--- src/rtl/jvcir_pkg.sv ---
package jvcir_pkg;

  localparam int unsigned RepeatEntries = 33;

  localparam logic [2:0] CFG_HEADER_MARK  = 3'd0;
  localparam logic [2:0] CFG_HEADER_SPACE = 3'd1;
  localparam logic [2:0] CFG_BIT_MARK     = 3'd2;
  localparam logic [2:0] CFG_ONE_SPACE    = 3'd3;
  localparam logic [2:0] CFG_ZERO_SPACE   = 3'd4;
  localparam logic [2:0] CFG_MARK_EXCESS  = 3'd5;
  localparam logic [2:0] CFG_TOL_SHIFT    = 3'd6;

  localparam logic [1:0] ST_DECODED = 2'd0;
  localparam logic [1:0] ST_REPEAT  = 2'd1;
  localparam logic [1:0] ST_ERROR   = 2'd2;

  typedef struct packed {
    logic [15:0] duration;
    logic        last_of_frame;
  } in_t;

  typedef struct packed {
    logic [1:0]  status;
    logic [15:0] value;
    logic [4:0]  bit_count;
  } out_t;

  typedef struct packed {
    logic [15:0] header_mark_ticks;
    logic [15:0] header_space_ticks;
    logic [15:0] bit_mark_ticks;
    logic [15:0] one_space_ticks;
    logic [15:0] zero_space_ticks;
    logic [7:0]  mark_excess_ticks;
    logic [2:0]  tolerance_shift;
  } cfg_t;

  // Classified word: window matches of one duration against every nominal.
  typedef struct packed {
    logic hdr_mark;
    logic hdr_space;
    logic bit_mark;
    logic one_space;
    logic zero_space;
    logic last;
  } cls_t;

  function automatic logic in_window(logic [15:0] dur, logic [15:0] nominal,
                                     logic [7:0] excess, logic [2:0] shift,
                                     logic is_mark);
    logic signed [18:0] adj;
    logic signed [18:0] tol;
    logic signed [18:0] meas;
    adj  = is_mark ? $signed({3'b000, nominal}) + $signed({11'b0, excess})
                   : $signed({3'b000, nominal}) - $signed({11'b0, excess});
    tol  = $signed({3'b000, nominal >> shift});
    meas = $signed({3'b000, dur});
    return (meas >= adj - tol) && (meas <= adj + tol);
  endfunction

endpackage

--- src/rtl/jvc_ir_frame_decoder_unit.sv ---
// JVC infrared frame decoder.
// Input channel (in_valid_i/in_ready_o/in_word_i): one measured duration per
// word, alternating mark and space from the first header mark; set
// last_of_frame on the final duration of a frame.
// Output channel (out_valid_o/out_ready_i/out_word_o): one result word per
// frame, posted for the word flagged last_of_frame: decoded value with its
// bit count, repeat code, or error.
// Configuration: write cfg_data_i to register cfg_idx_i while cfg_we_i is
// high; write only while the block is idle. Index 7 is ignored.
// Throughput: one duration per cycle, sustained while the output is not
// stalled, set by the window compare in the front stage and the update of
// the frame sequencer in the back stage.
// The result follows the last duration through the front register, then
// the queue, into the result register.
// Reset: registers take their nominal defaults and the frame state clears.
// Stall: a result waits in the output register; the back stage holds, the
// two-entry queue fills, and in_ready_o drops once the front stage is full.
module jvc_ir_frame_decoder_unit #(
  parameter int unsigned DATA_BITS = 16
) (
  input  logic             clk_i,
  input  logic             rst_ni,
  input  logic             cfg_we_i,
  input  logic [2:0]       cfg_idx_i,
  input  logic [15:0]      cfg_data_i,
  input  logic             in_valid_i,
  output logic             in_ready_o,
  input  jvcir_pkg::in_t   in_word_i,
  output logic             out_valid_o,
  input  logic             out_ready_i,
  output jvcir_pkg::out_t  out_word_o
);

  logic            f_valid, f_ready;
  jvcir_pkg::cls_t f_word;
  logic            q_valid, q_pop;
  jvcir_pkg::cls_t q_word;

  jvcir_front u_front (
    .clk_i       (clk_i),
    .rst_ni      (rst_ni),
    .cfg_we_i    (cfg_we_i),
    .cfg_idx_i   (cfg_idx_i),
    .cfg_data_i  (cfg_data_i),
    .in_valid_i  (in_valid_i),
    .in_ready_o  (in_ready_o),
    .in_word_i   (in_word_i),
    .cls_valid_o (f_valid),
    .cls_ready_i (f_ready),
    .cls_word_o  (f_word)
  );

  jvcir_fifo u_fifo (
    .clk_i        (clk_i),
    .rst_ni       (rst_ni),
    .push_i       (f_valid),
    .push_ready_o (f_ready),
    .push_word_i  (f_word),
    .pop_valid_o  (q_valid),
    .pop_i        (q_pop),
    .pop_word_o   (q_word)
  );

  jvcir_back #(
    .DATA_BITS (DATA_BITS)
  ) u_back (
    .clk_i       (clk_i),
    .rst_ni      (rst_ni),
    .cls_valid_i (q_valid),
    .cls_pop_o   (q_pop),
    .cls_word_i  (q_word),
    .out_valid_o (out_valid_o),
    .out_ready_i (out_ready_i),
    .out_word_o  (out_word_o)
  );

endmodule

--- src/rtl/jvcir_front.sv ---
module jvcir_front (
  input  logic             clk_i,
  input  logic             rst_ni,
  input  logic             cfg_we_i,
  input  logic [2:0]       cfg_idx_i,
  input  logic [15:0]      cfg_data_i,
  input  logic             in_valid_i,
  output logic             in_ready_o,
  input  jvcir_pkg::in_t   in_word_i,
  output logic             cls_valid_o,
  input  logic             cls_ready_i,
  output jvcir_pkg::cls_t  cls_word_o
);

  jvcir_pkg::cfg_t cfg_q;
  jvcir_pkg::cls_t cls_d, cls_q;
  logic            valid_q;

  always_ff @(posedge clk_i or negedge rst_ni) begin
    if (!rst_ni) begin
      cfg_q.header_mark_ticks  <= 16'd160;
      cfg_q.header_space_ticks <= 16'd80;
      cfg_q.bit_mark_ticks     <= 16'd12;
      cfg_q.one_space_ticks    <= 16'd32;
      cfg_q.zero_space_ticks   <= 16'd11;
      cfg_q.mark_excess_ticks  <= 8'd2;
      cfg_q.tolerance_shift    <= 3'd2;
    end else if (cfg_we_i) begin
      case (cfg_idx_i)
        jvcir_pkg::CFG_HEADER_MARK:  cfg_q.header_mark_ticks  <= cfg_data_i;
        jvcir_pkg::CFG_HEADER_SPACE: cfg_q.header_space_ticks <= cfg_data_i;
        jvcir_pkg::CFG_BIT_MARK:     cfg_q.bit_mark_ticks     <= cfg_data_i;
        jvcir_pkg::CFG_ONE_SPACE:    cfg_q.one_space_ticks    <= cfg_data_i;
        jvcir_pkg::CFG_ZERO_SPACE:   cfg_q.zero_space_ticks   <= cfg_data_i;
        jvcir_pkg::CFG_MARK_EXCESS:  cfg_q.mark_excess_ticks  <= cfg_data_i[7:0];
        jvcir_pkg::CFG_TOL_SHIFT:    cfg_q.tolerance_shift    <= cfg_data_i[2:0];
        default: ;
      endcase
    end
  end

  always_comb begin
    cls_d.hdr_mark   = jvcir_pkg::in_window(in_word_i.duration, cfg_q.header_mark_ticks,
                         cfg_q.mark_excess_ticks, cfg_q.tolerance_shift, 1'b1);
    cls_d.hdr_space  = jvcir_pkg::in_window(in_word_i.duration, cfg_q.header_space_ticks,
                         cfg_q.mark_excess_ticks, cfg_q.tolerance_shift, 1'b0);
    cls_d.bit_mark   = jvcir_pkg::in_window(in_word_i.duration, cfg_q.bit_mark_ticks,
                         cfg_q.mark_excess_ticks, cfg_q.tolerance_shift, 1'b1);
    cls_d.one_space  = jvcir_pkg::in_window(in_word_i.duration, cfg_q.one_space_ticks,
                         cfg_q.mark_excess_ticks, cfg_q.tolerance_shift, 1'b0);
    cls_d.zero_space = jvcir_pkg::in_window(in_word_i.duration, cfg_q.zero_space_ticks,
                         cfg_q.mark_excess_ticks, cfg_q.tolerance_shift, 1'b0);
    cls_d.last       = in_word_i.last_of_frame;
  end

  assign in_ready_o  = !valid_q || cls_ready_i;
  assign cls_valid_o = valid_q;
  assign cls_word_o  = cls_q;

  always_ff @(posedge clk_i or negedge rst_ni) begin
    if (!rst_ni) begin
      valid_q <= 1'b0;
    end else if (in_ready_o) begin
      valid_q <= in_valid_i;
    end
  end

  always_ff @(posedge clk_i) begin
    if (in_ready_o && in_valid_i) begin
      cls_q <= cls_d;
    end
  end

endmodule

--- src/rtl/jvcir_fifo.sv ---
module jvcir_fifo (
  input  logic             clk_i,
  input  logic             rst_ni,
  input  logic             push_i,
  output logic             push_ready_o,
  input  jvcir_pkg::cls_t  push_word_i,
  output logic             pop_valid_o,
  input  logic             pop_i,
  output jvcir_pkg::cls_t  pop_word_o
);

  jvcir_pkg::cls_t mem_q [2];
  logic            wr_ptr_q, rd_ptr_q;
  logic [1:0]      cnt_q;
  logic            do_push, do_pop;

  assign push_ready_o = (cnt_q != 2'd2);
  assign pop_valid_o  = (cnt_q != 2'd0);
  assign pop_word_o   = mem_q[rd_ptr_q];
  assign do_push      = push_i && push_ready_o;
  assign do_pop       = pop_i && pop_valid_o;

  always_ff @(posedge clk_i or negedge rst_ni) begin
    if (!rst_ni) begin
      wr_ptr_q <= 1'b0;
      rd_ptr_q <= 1'b0;
      cnt_q    <= 2'd0;
    end else begin
      if (do_push) wr_ptr_q <= !wr_ptr_q;
      if (do_pop)  rd_ptr_q <= !rd_ptr_q;
      case ({do_push, do_pop})
        2'b10:   cnt_q <= cnt_q + 2'd1;
        2'b01:   cnt_q <= cnt_q - 2'd1;
        default: ;
      endcase
    end
  end

  always_ff @(posedge clk_i) begin
    if (do_push) begin
      mem_q[wr_ptr_q] <= push_word_i;
    end
  end

`ifndef SYNTHESIS
  a_cnt_bound: assert property (@(posedge clk_i) disable iff (!rst_ni)
    cnt_q != 2'd3) else $error("queue count out of range");
  a_ptr_track: assert property (@(posedge clk_i) disable iff (!rst_ni)
    (cnt_q == 2'd1) |-> (wr_ptr_q != rd_ptr_q)) else $error("queue pointers out of step");
`endif

endmodule

--- src/rtl/jvcir_back.sv ---
module jvcir_back #(
  parameter int unsigned DATA_BITS = 16
) (
  input  logic             clk_i,
  input  logic             rst_ni,
  input  logic             cls_valid_i,
  output logic             cls_pop_o,
  input  jvcir_pkg::cls_t  cls_word_i,
  output logic             out_valid_o,
  input  logic             out_ready_i,
  output jvcir_pkg::out_t  out_word_o
);

  localparam int unsigned StopPos = 2 * DATA_BITS + 2;
  localparam int unsigned PosW    = $clog2(StopPos + 2);
  localparam int unsigned CntW    = (PosW > 6) ? PosW + 1 : 7;

  logic [PosW-1:0]      pos_q, pos_d;
  logic [DATA_BITS-1:0] shift_q, shift_d;
  logic                 fail_q, fail_d;
  logic                 first_bm_q, first_bm_d;
  logic                 stop_q, stop_d;
  logic                 out_valid_q;
  jvcir_pkg::out_t      out_q, out_d;
  logic                 take;
  logic [CntW-1:0]      count;

  assign take      = cls_valid_i && (!out_valid_q || out_ready_i);
  assign cls_pop_o = take;
  assign count     = CntW'(pos_q) + CntW'(1);

  always_comb begin
    pos_d      = pos_q;
    shift_d    = shift_q;
    fail_d     = fail_q;
    first_bm_d = first_bm_q;
    stop_d     = stop_q;
    if (pos_q == '0) begin
      first_bm_d = cls_word_i.bit_mark;
      if (!cls_word_i.hdr_mark) fail_d = 1'b1;
    end else if (pos_q == PosW'(1)) begin
      if (!cls_word_i.hdr_space) fail_d = 1'b1;
    end else if (pos_q < PosW'(StopPos)) begin
      // even positions are bit marks, odd ones carry the data space
      if (!pos_q[0]) begin
        if (!cls_word_i.bit_mark) fail_d = 1'b1;
      end else if (cls_word_i.one_space) begin
        shift_d = (shift_q << 1) | DATA_BITS'(1);
      end else if (cls_word_i.zero_space) begin
        shift_d = shift_q << 1;
      end else begin
        fail_d = 1'b1;
      end
    end else if (pos_q == PosW'(StopPos)) begin
      if (cls_word_i.bit_mark) stop_d = 1'b1;
      else                     fail_d = 1'b1;
    end
    if (pos_q <= PosW'(StopPos)) pos_d = pos_q + PosW'(1);

    out_d.status    = jvcir_pkg::ST_DECODED;
    out_d.value     = 16'(shift_d);
    out_d.bit_count = 5'(DATA_BITS);
    if (count == CntW'(jvcir_pkg::RepeatEntries) && first_bm_q && cls_word_i.bit_mark) begin
      out_d.status    = jvcir_pkg::ST_REPEAT;
      out_d.value     = '0;
      out_d.bit_count = '0;
    end else if (fail_d || !stop_d) begin
      out_d.status    = jvcir_pkg::ST_ERROR;
      out_d.value     = '0;
      out_d.bit_count = '0;
    end
  end

  always_ff @(posedge clk_i or negedge rst_ni) begin
    if (!rst_ni) begin
      pos_q       <= '0;
      shift_q     <= '0;
      fail_q      <= 1'b0;
      first_bm_q  <= 1'b0;
      stop_q      <= 1'b0;
      out_valid_q <= 1'b0;
    end else begin
      if (out_ready_i) out_valid_q <= 1'b0;
      if (take) begin
        if (cls_word_i.last) begin
          // frame done: post the result and clear for the next one
          out_valid_q <= 1'b1;
          pos_q       <= '0;
          shift_q     <= '0;
          fail_q      <= 1'b0;
          first_bm_q  <= 1'b0;
          stop_q      <= 1'b0;
        end else begin
          pos_q       <= pos_d;
          shift_q     <= shift_d;
          fail_q      <= fail_d;
          first_bm_q  <= first_bm_d;
          stop_q      <= stop_d;
        end
      end
    end
  end

  always_ff @(posedge clk_i) begin
    if (take && cls_word_i.last) begin
      out_q <= out_d;
    end
  end

  assign out_valid_o = out_valid_q;
  assign out_word_o  = out_q;

`ifndef SYNTHESIS
  a_pos_sat: assert property (@(posedge clk_i) disable iff (!rst_ni)
    pos_q <= PosW'(StopPos + 1)) else $error("entry position past saturation");
  a_last_posts: assert property (@(posedge clk_i) disable iff (!rst_ni)
    (take && cls_word_i.last) |=> (out_valid_q && pos_q == '0))
    else $error("last word did not post a result");
  a_stop_pos: assert property (@(posedge clk_i) disable iff (!rst_ni)
    stop_q |-> (pos_q == PosW'(StopPos + 1))) else $error("stop flag without stop mark");
`endif

endmodule
--- config.mk ---
export PLATFORM = sky130hd
export DESIGN_NAME = jvc_ir_frame_decoder_unit
export DESIGN_NICKNAME = d
export VERILOG_FILES = /design/src/rtl/jvcir_pkg.sv /design/src/rtl/jvc_ir_frame_decoder_unit.sv /design/src/rtl/jvcir_front.sv /design/src/rtl/jvcir_fifo.sv /design/src/rtl/jvcir_back.sv
export SDC_FILE = /design/constraint.sdc
export NUM_CORES = 1
export LEC_CHECK = 0
export BUFFER_PORTS_ARGS = -buffer_cell sky130_fd_sc_hd__buf_2
export CORE_UTILIZATION = 60
export CTS_CLUSTER_DIAMETER = 30
export CTS_CLUSTER_SIZE = 8
export DETAILED_ROUTE_END_ITERATION = 8
export PLACE_DENSITY = 0.77
export SLEW_MARGIN = 20
export SYNTH_ARGS = -nofsm -noshare
export SYNTH_HDL_FRONTEND = slang
export SYNTH_SLANG_ARGS = --single-unit
--- constraint.sdc ---
create_clock -name clk_i -period 7.27 [get_ports clk_i]
set_input_delay 0.3635 -clock clk_i [delete_from_list [all_inputs] [get_ports clk_i]]
set_output_delay 0.3635 -clock clk_i [all_outputs]
set_load 0.05 [all_outputs]
Word-level counts from Yosys, hierarchy flattened
Memories as Yosys holds them, arrays and structs flattened. Index checks and enable logic that the tools add are counted. W data, S select, Z words.

Logic and storage cells: 146. RAM bits: 12. Register bits: 151. Memories kept: 1. Input bits: 41.

Memories: u_fifo.mem_q (words 2, bits a word 6, rd ports 1, clocked after memory_dff 0, write ports 1, line jvcir_fifo.sv:12) `jvcir_pkg::cls_t mem_q [2];`.

Reduce and logical (&&, ||, !) cells: 36. Shift operators: 5. Multiplexer cells: 35. Equality and inequality tests: 12. Add/subtract/negate cells: 19. Order comparisons: 12.

Operators by type and width (number): $mux W16 (7); $add A19 B17 Y19 (5); $ge A17 B19 Y1 (5); $le A17 B19 Y1 (5); $sub A19 B17 Y19 (5); $shr A16 B3 Y16 (5); $sub A16 B8 Y17 (3); $add A16 B8 Y17 (2); $mux W1 (24); $mux W23 (1); $reduce_and A2 Y1 (9); $logic_and A1 B1 Y1 (12); $mux W6 (2); $eq A3 B3 Y1 const B (3); $reduce_bool A2 Y1 (4); $add A6 B1 Y7 const B (1); $eq A7 B6 Y1 const B (1); $add A6 B1 Y6 const B (1); $eq A3 B2 Y1 const B (2); $eq A6 B1 Y1 const B (1); $eq A6 B6 Y1 const B (1); $le A6 B6 Y1 const B (1); $logic_not A6 Y1 (1); $lt A6 B6 Y1 const B (1); 11 further kinds (17).

Longest topological paths before layout
An unclocked memory read counts as a cell.

Depth after elaboration: 9. Gate-level depth with buffers: 28. Gate-level depth less buffers: 27.

Cells and area by module
A second synthesis with hierarchy kept.

Cells, all modules: 2720. Area, all modules: 22485.3 um^2.

By module, submodules not included: jvcir_front (area each 19533.7 um^2, cells each 2445, instances 1); jvcir_back (area each 2323.5 um^2, cells each 239, instances 1); jvcir_fifo (area each 628.1 um^2, cells each 36, instances 1).

Worst setup path before layout
Ideal clock, no wire load.

Kind: flip-flop to flip-flop. Start: reg u_front.cfg_q[4] in the netlist's numbering. End: reg u_front.cls_q, in the netlist u_front.cls_word_o[5], data pin. Stages on the path, launching flop included: 27. Buffers on the path: 1. Slack: 1.843 ns. Required time: 7.014 ns. Arrival: 5.171 ns. Library setup time: 0.256 ns. Period minus slack after synthesis: 5.427 ns. Cell sequence: dfstp_2 -> inv_1 -> fa_1 -> nor2b_1 -> o21ai_0 -> a21boi_0 -> o21a_1 -> o21a_1 -> nand3_1 -> xnor2_1 -> ha_1 -> clkbuf_1 -> inv_1 -> a21oi_1 -> nand3_1 -> a31oi_1 -> o21bai_1 -> a21oi_1 -> xor2_1 -> ha_1 -> a211oi_1 -> nand2_1 -> o2111ai_1 -> a31oi_1 -> or2_2 -> maj3_1 -> o211a_1.

RTL lines: from (decl) (line jvcir_front.sv:15) `jvcir_pkg::cfg_t cfg_q;`; to (signal assigned) (line jvcir_front.sv:70) `cls_q <= cls_d;`; to (decl) (line jvcir_front.sv:16) `jvcir_pkg::cls_t cls_d, cls_q;`.

==> impl_metrics.csv <==
group,metric,value,unit
status,status,"complete, but fails checks",
status,violations,"DRC, hold timing",
routing,first_pass_iters,9,
global_route,met3_usage,4.86,%
die,die_w,193,um
place,gp_congestion,0.956,
die,row_count,69,
yosys,synth_area_leaders,"ha_1 21%, dfrtp_1 13%, mux2_2 6.7%",
clock_tree,cts_resized,0,
final_layout,area_growth,5.37,%
die,ios,66,
global_route,grt_start_max_net_pins,66,
yosys,synth.cell_area,0.0219,mm2
yosys,avgSynthCellArea,8.40,um2
global_route,use_met2,53.1,%
global_route,busiest_layer,"met2",
routing,wl_per_cell,19.8,um
sta,fin_crit_sh,89.4,%
sta,min_period,6.50,ns
routing,drt_iter0_markers,1484,
setup_path,critPathMaxFanout,7,
setup_path,critPathCaptureType,"flop",
clock_tree,clockBufferDepth,2,
setup_path,path_class,"flop to flop",
yosys,yosysWarnings,0,
sta,slew_violations,0,
final_layout,layout.nets,3021,
global_route,antenna_found_initial,0,
yosys,seq_area_frac_synth,19.1,%
global_route,grt.overflow.total,0,
global_route,grt_pass1_wl,96500,um
sta,final-setup-viol-count,0,
yosys,synth_edf_count,37,
routing,ant_nets,0,
final_layout,drive_above_1_share,11.6,%
place,io_buffers,61,
clock_tree,clock_latency,0.45,ns
clock_tree,cts_tree,"built",
yosys,synthCells,2611,
yosys,synthMostInstantiatedCell,"ha_1",
yosys,synth.top_cell.area_share,20.8,%
routing,viasPerCell,6.26,
routing,wl,60900,um
clock_tree,cts_root_buf,"clkbuf_16",
yosys,async_flop_share,76.7,%
clock_tree,postCtsSetupBuffers,0,
clock_tree,numCtsBuffers,17,
global_route,grt_pass1_vias,18500,
yosys,yosys-top-cells-count,"365 x ha_1, 242 x nor2_1, 182 x inv_1, 181 x a21oi_1, 153 x xnor2_1",
place,dp_cells,3042,
final_layout,fin_util,64.7,%
die,core_area,0.0357,mm2
sta,fin_skew,0.0133,ns
place,dp_hpwl,46800,um
sta,fin_hold_ws,-0.00208,ns
final_layout,antenna_cells,0,
yosys,synth.largest_area_cell,"ha_1",
sta,rsz0062_at_grt,"false",
routing,num_vias,19200,
yosys,synth-seq-cells,159,
setup_path,worstPathRequired,7.46,ns
global_route,use_met1,41.3,%
sta,timing.final.hold_violations,5,
setup_path,cp-start-kind,"flop",
sta,slew_headroom,27.5,%
routing,drc,2,
sta,setup_tns,0,ns
run,drv_cap,0,
die,dieArea,0.0373,mm2
clock_tree,htree_levels,4,
hold_path,hp-class,"primary input to asynchronous set/reset pin",
die,die_height,193,um
clock_tree,clk_pin_slew_worst_paths,0.08,ns
sta,max_freq,154,MHz
global_route,grt_use_total,32.3,%
clock_tree,cts_hold_buf,0,
die,start_util,61.4,%
yosys,synthFlopType,"dfrtp_1",
setup_path,arrival,6.69,ns
final_layout,final_cells,3074,
yosys,synthDistinctLibCells,86,
sta,worstMarginPinSlew,1.08,ns
clock_tree,cts_sinks,159,
==> stage by stage <==
stage	cell area, um2	worst slack (ns)
CTS	23100	0.921
floorplan	21900	1.84
detailed placement	22500	0.997
global placement	22500	1.17
finish	23100	0.770
global route	23100	0.239
==> layout by cell type, fill, tap and decap left out, types with 30 or more instances in the layout <==
cell type and count:
o21bai_1 35, edfxtp_1 37, o21a_1 42, mux2i_1 81, nor3_1 56, dfrtp_1 108, a211oi_1 30, o21ai_0 117
nand2_1 136, buf_2 60, a21oi_1 181, or2_2 31, inv_1 182, ha_1 365, mux2_2 130, xor2_1 46
nand3_1 50, nand2b_1 43, a21o_1 58, xnor2_1 153, nor2_1 242, nor2b_1 48
==> layout make-up <==
type	instances	area [um2]
inverter	186	698
fill	3024	12600
clock inverter	15	184
timing repair buffer	73	398
clock buffer	17	425
sequential	159	4190
multi-input combinational	2163	16600
tap	461	577
==> worst paths after layout <==
check	start	slack, ns	end	depth (start not counted)
setup / recovery	u_front.cfg_q[4]$_DFFE_PN1P_	0.77	u_front.cls_word_o[1]$_DFFE_PP_	25
max in group asynchronous	rst_ni	5.92	u_front.cfg_q[0]$_DFFE_PN0P_	2
setup reg to reg	u_front.cfg_q[4]$_DFFE_PN1P_	0.77	u_front.cls_word_o[1]$_DFFE_PP_	25
min in group clk_i	in_word_i[0]	0.09	u_front.cls_word_o[0]$_DFFE_PP_	1
hold reg to reg	u_front.cls_word_o[2]$_DFFE_PP_	0.46	u_fifo.mem_q[0][2]$_DFFE_PP_	0
hold / removal	rst_ni	-0.002	u_back.out_valid_o$_DFF_PN0_	1
==> routing by layer <==
layer | part of all wire [%] | vias up | wire length, um
li1 | - | 9285 | -
met4 | 5.3 | 0 | 3210
met5 | 0 | - | 0
met1 | 43 | 9239 | 26400
met3 | 5.9 | 134 | 3620
met2 | 45 | 579 | 27600
==> flip-flops by register name, summed over array words and instances, names as in the netlist <==
signal,flops
u_front.cfg_q,91
u_fifo.wr_ptr_q,1
u_back.first_bm_q,1
u_back.out_word_o,19
u_back.shift_q,16
u_fifo.mem_q,12
u_back.fail_q,1
u_back.pos_q,6
u_back.stop_q,1
u_fifo.cnt_q,2
u_back.out_valid_o,1
u_front.cls_valid_o,1
u_fifo.rd_ptr_q,1
u_front.cls_word_o,6
==> kinds of logic (layout without fill, tap and decap cells) <==
logic type | Yosys count | after routing | share of synthesized area [%]
and+or+nand+nor | 719 | 719 | 15.9
buffers and inverters | 292 | 291 | 5.24
muxes | 212 | 212 | 10.5
xor gates and xnor gates | 199 | 199 | 7.95
AOI/OAI and AO/OA | 647 | 647 | 19.1
adders and majority gates | 382 | 382 | 22.3
other | 1 | 4 | 0.0171
DFF | 159 | 159 | 19.1
==> critical path: stages, from the launching register on <==
cell	delay (ns)
dfstp_2	0.66
inv_1	0.21
ha_1	0.33
nor2b_1	0.13
o21ai_0	0.24
a21boi_0	0.16
o21ai_0	0.23
a21boi_1	0.14
o31ai_1	0.60
nand2b_1	0.15
xnor2_1	0.18
ha_1	0.37
clkinv_1	0.19
or4_1	0.59
a21oi_1	0.33
nor2_1	0.07
nor2_1	0.10
nor2_1	0.06
xnor2_1	0.12
ha_1	0.30
and4_1	0.21
o211ai_1	0.10
a21oi_1	0.16
o21ai_0	0.14
a2111oi_0	0.35
nor4_1	0.12
Power is left out: the tool's default activity adds up to more than one toggle a clock period on the data nets, which glitch-free logic cannot reach.
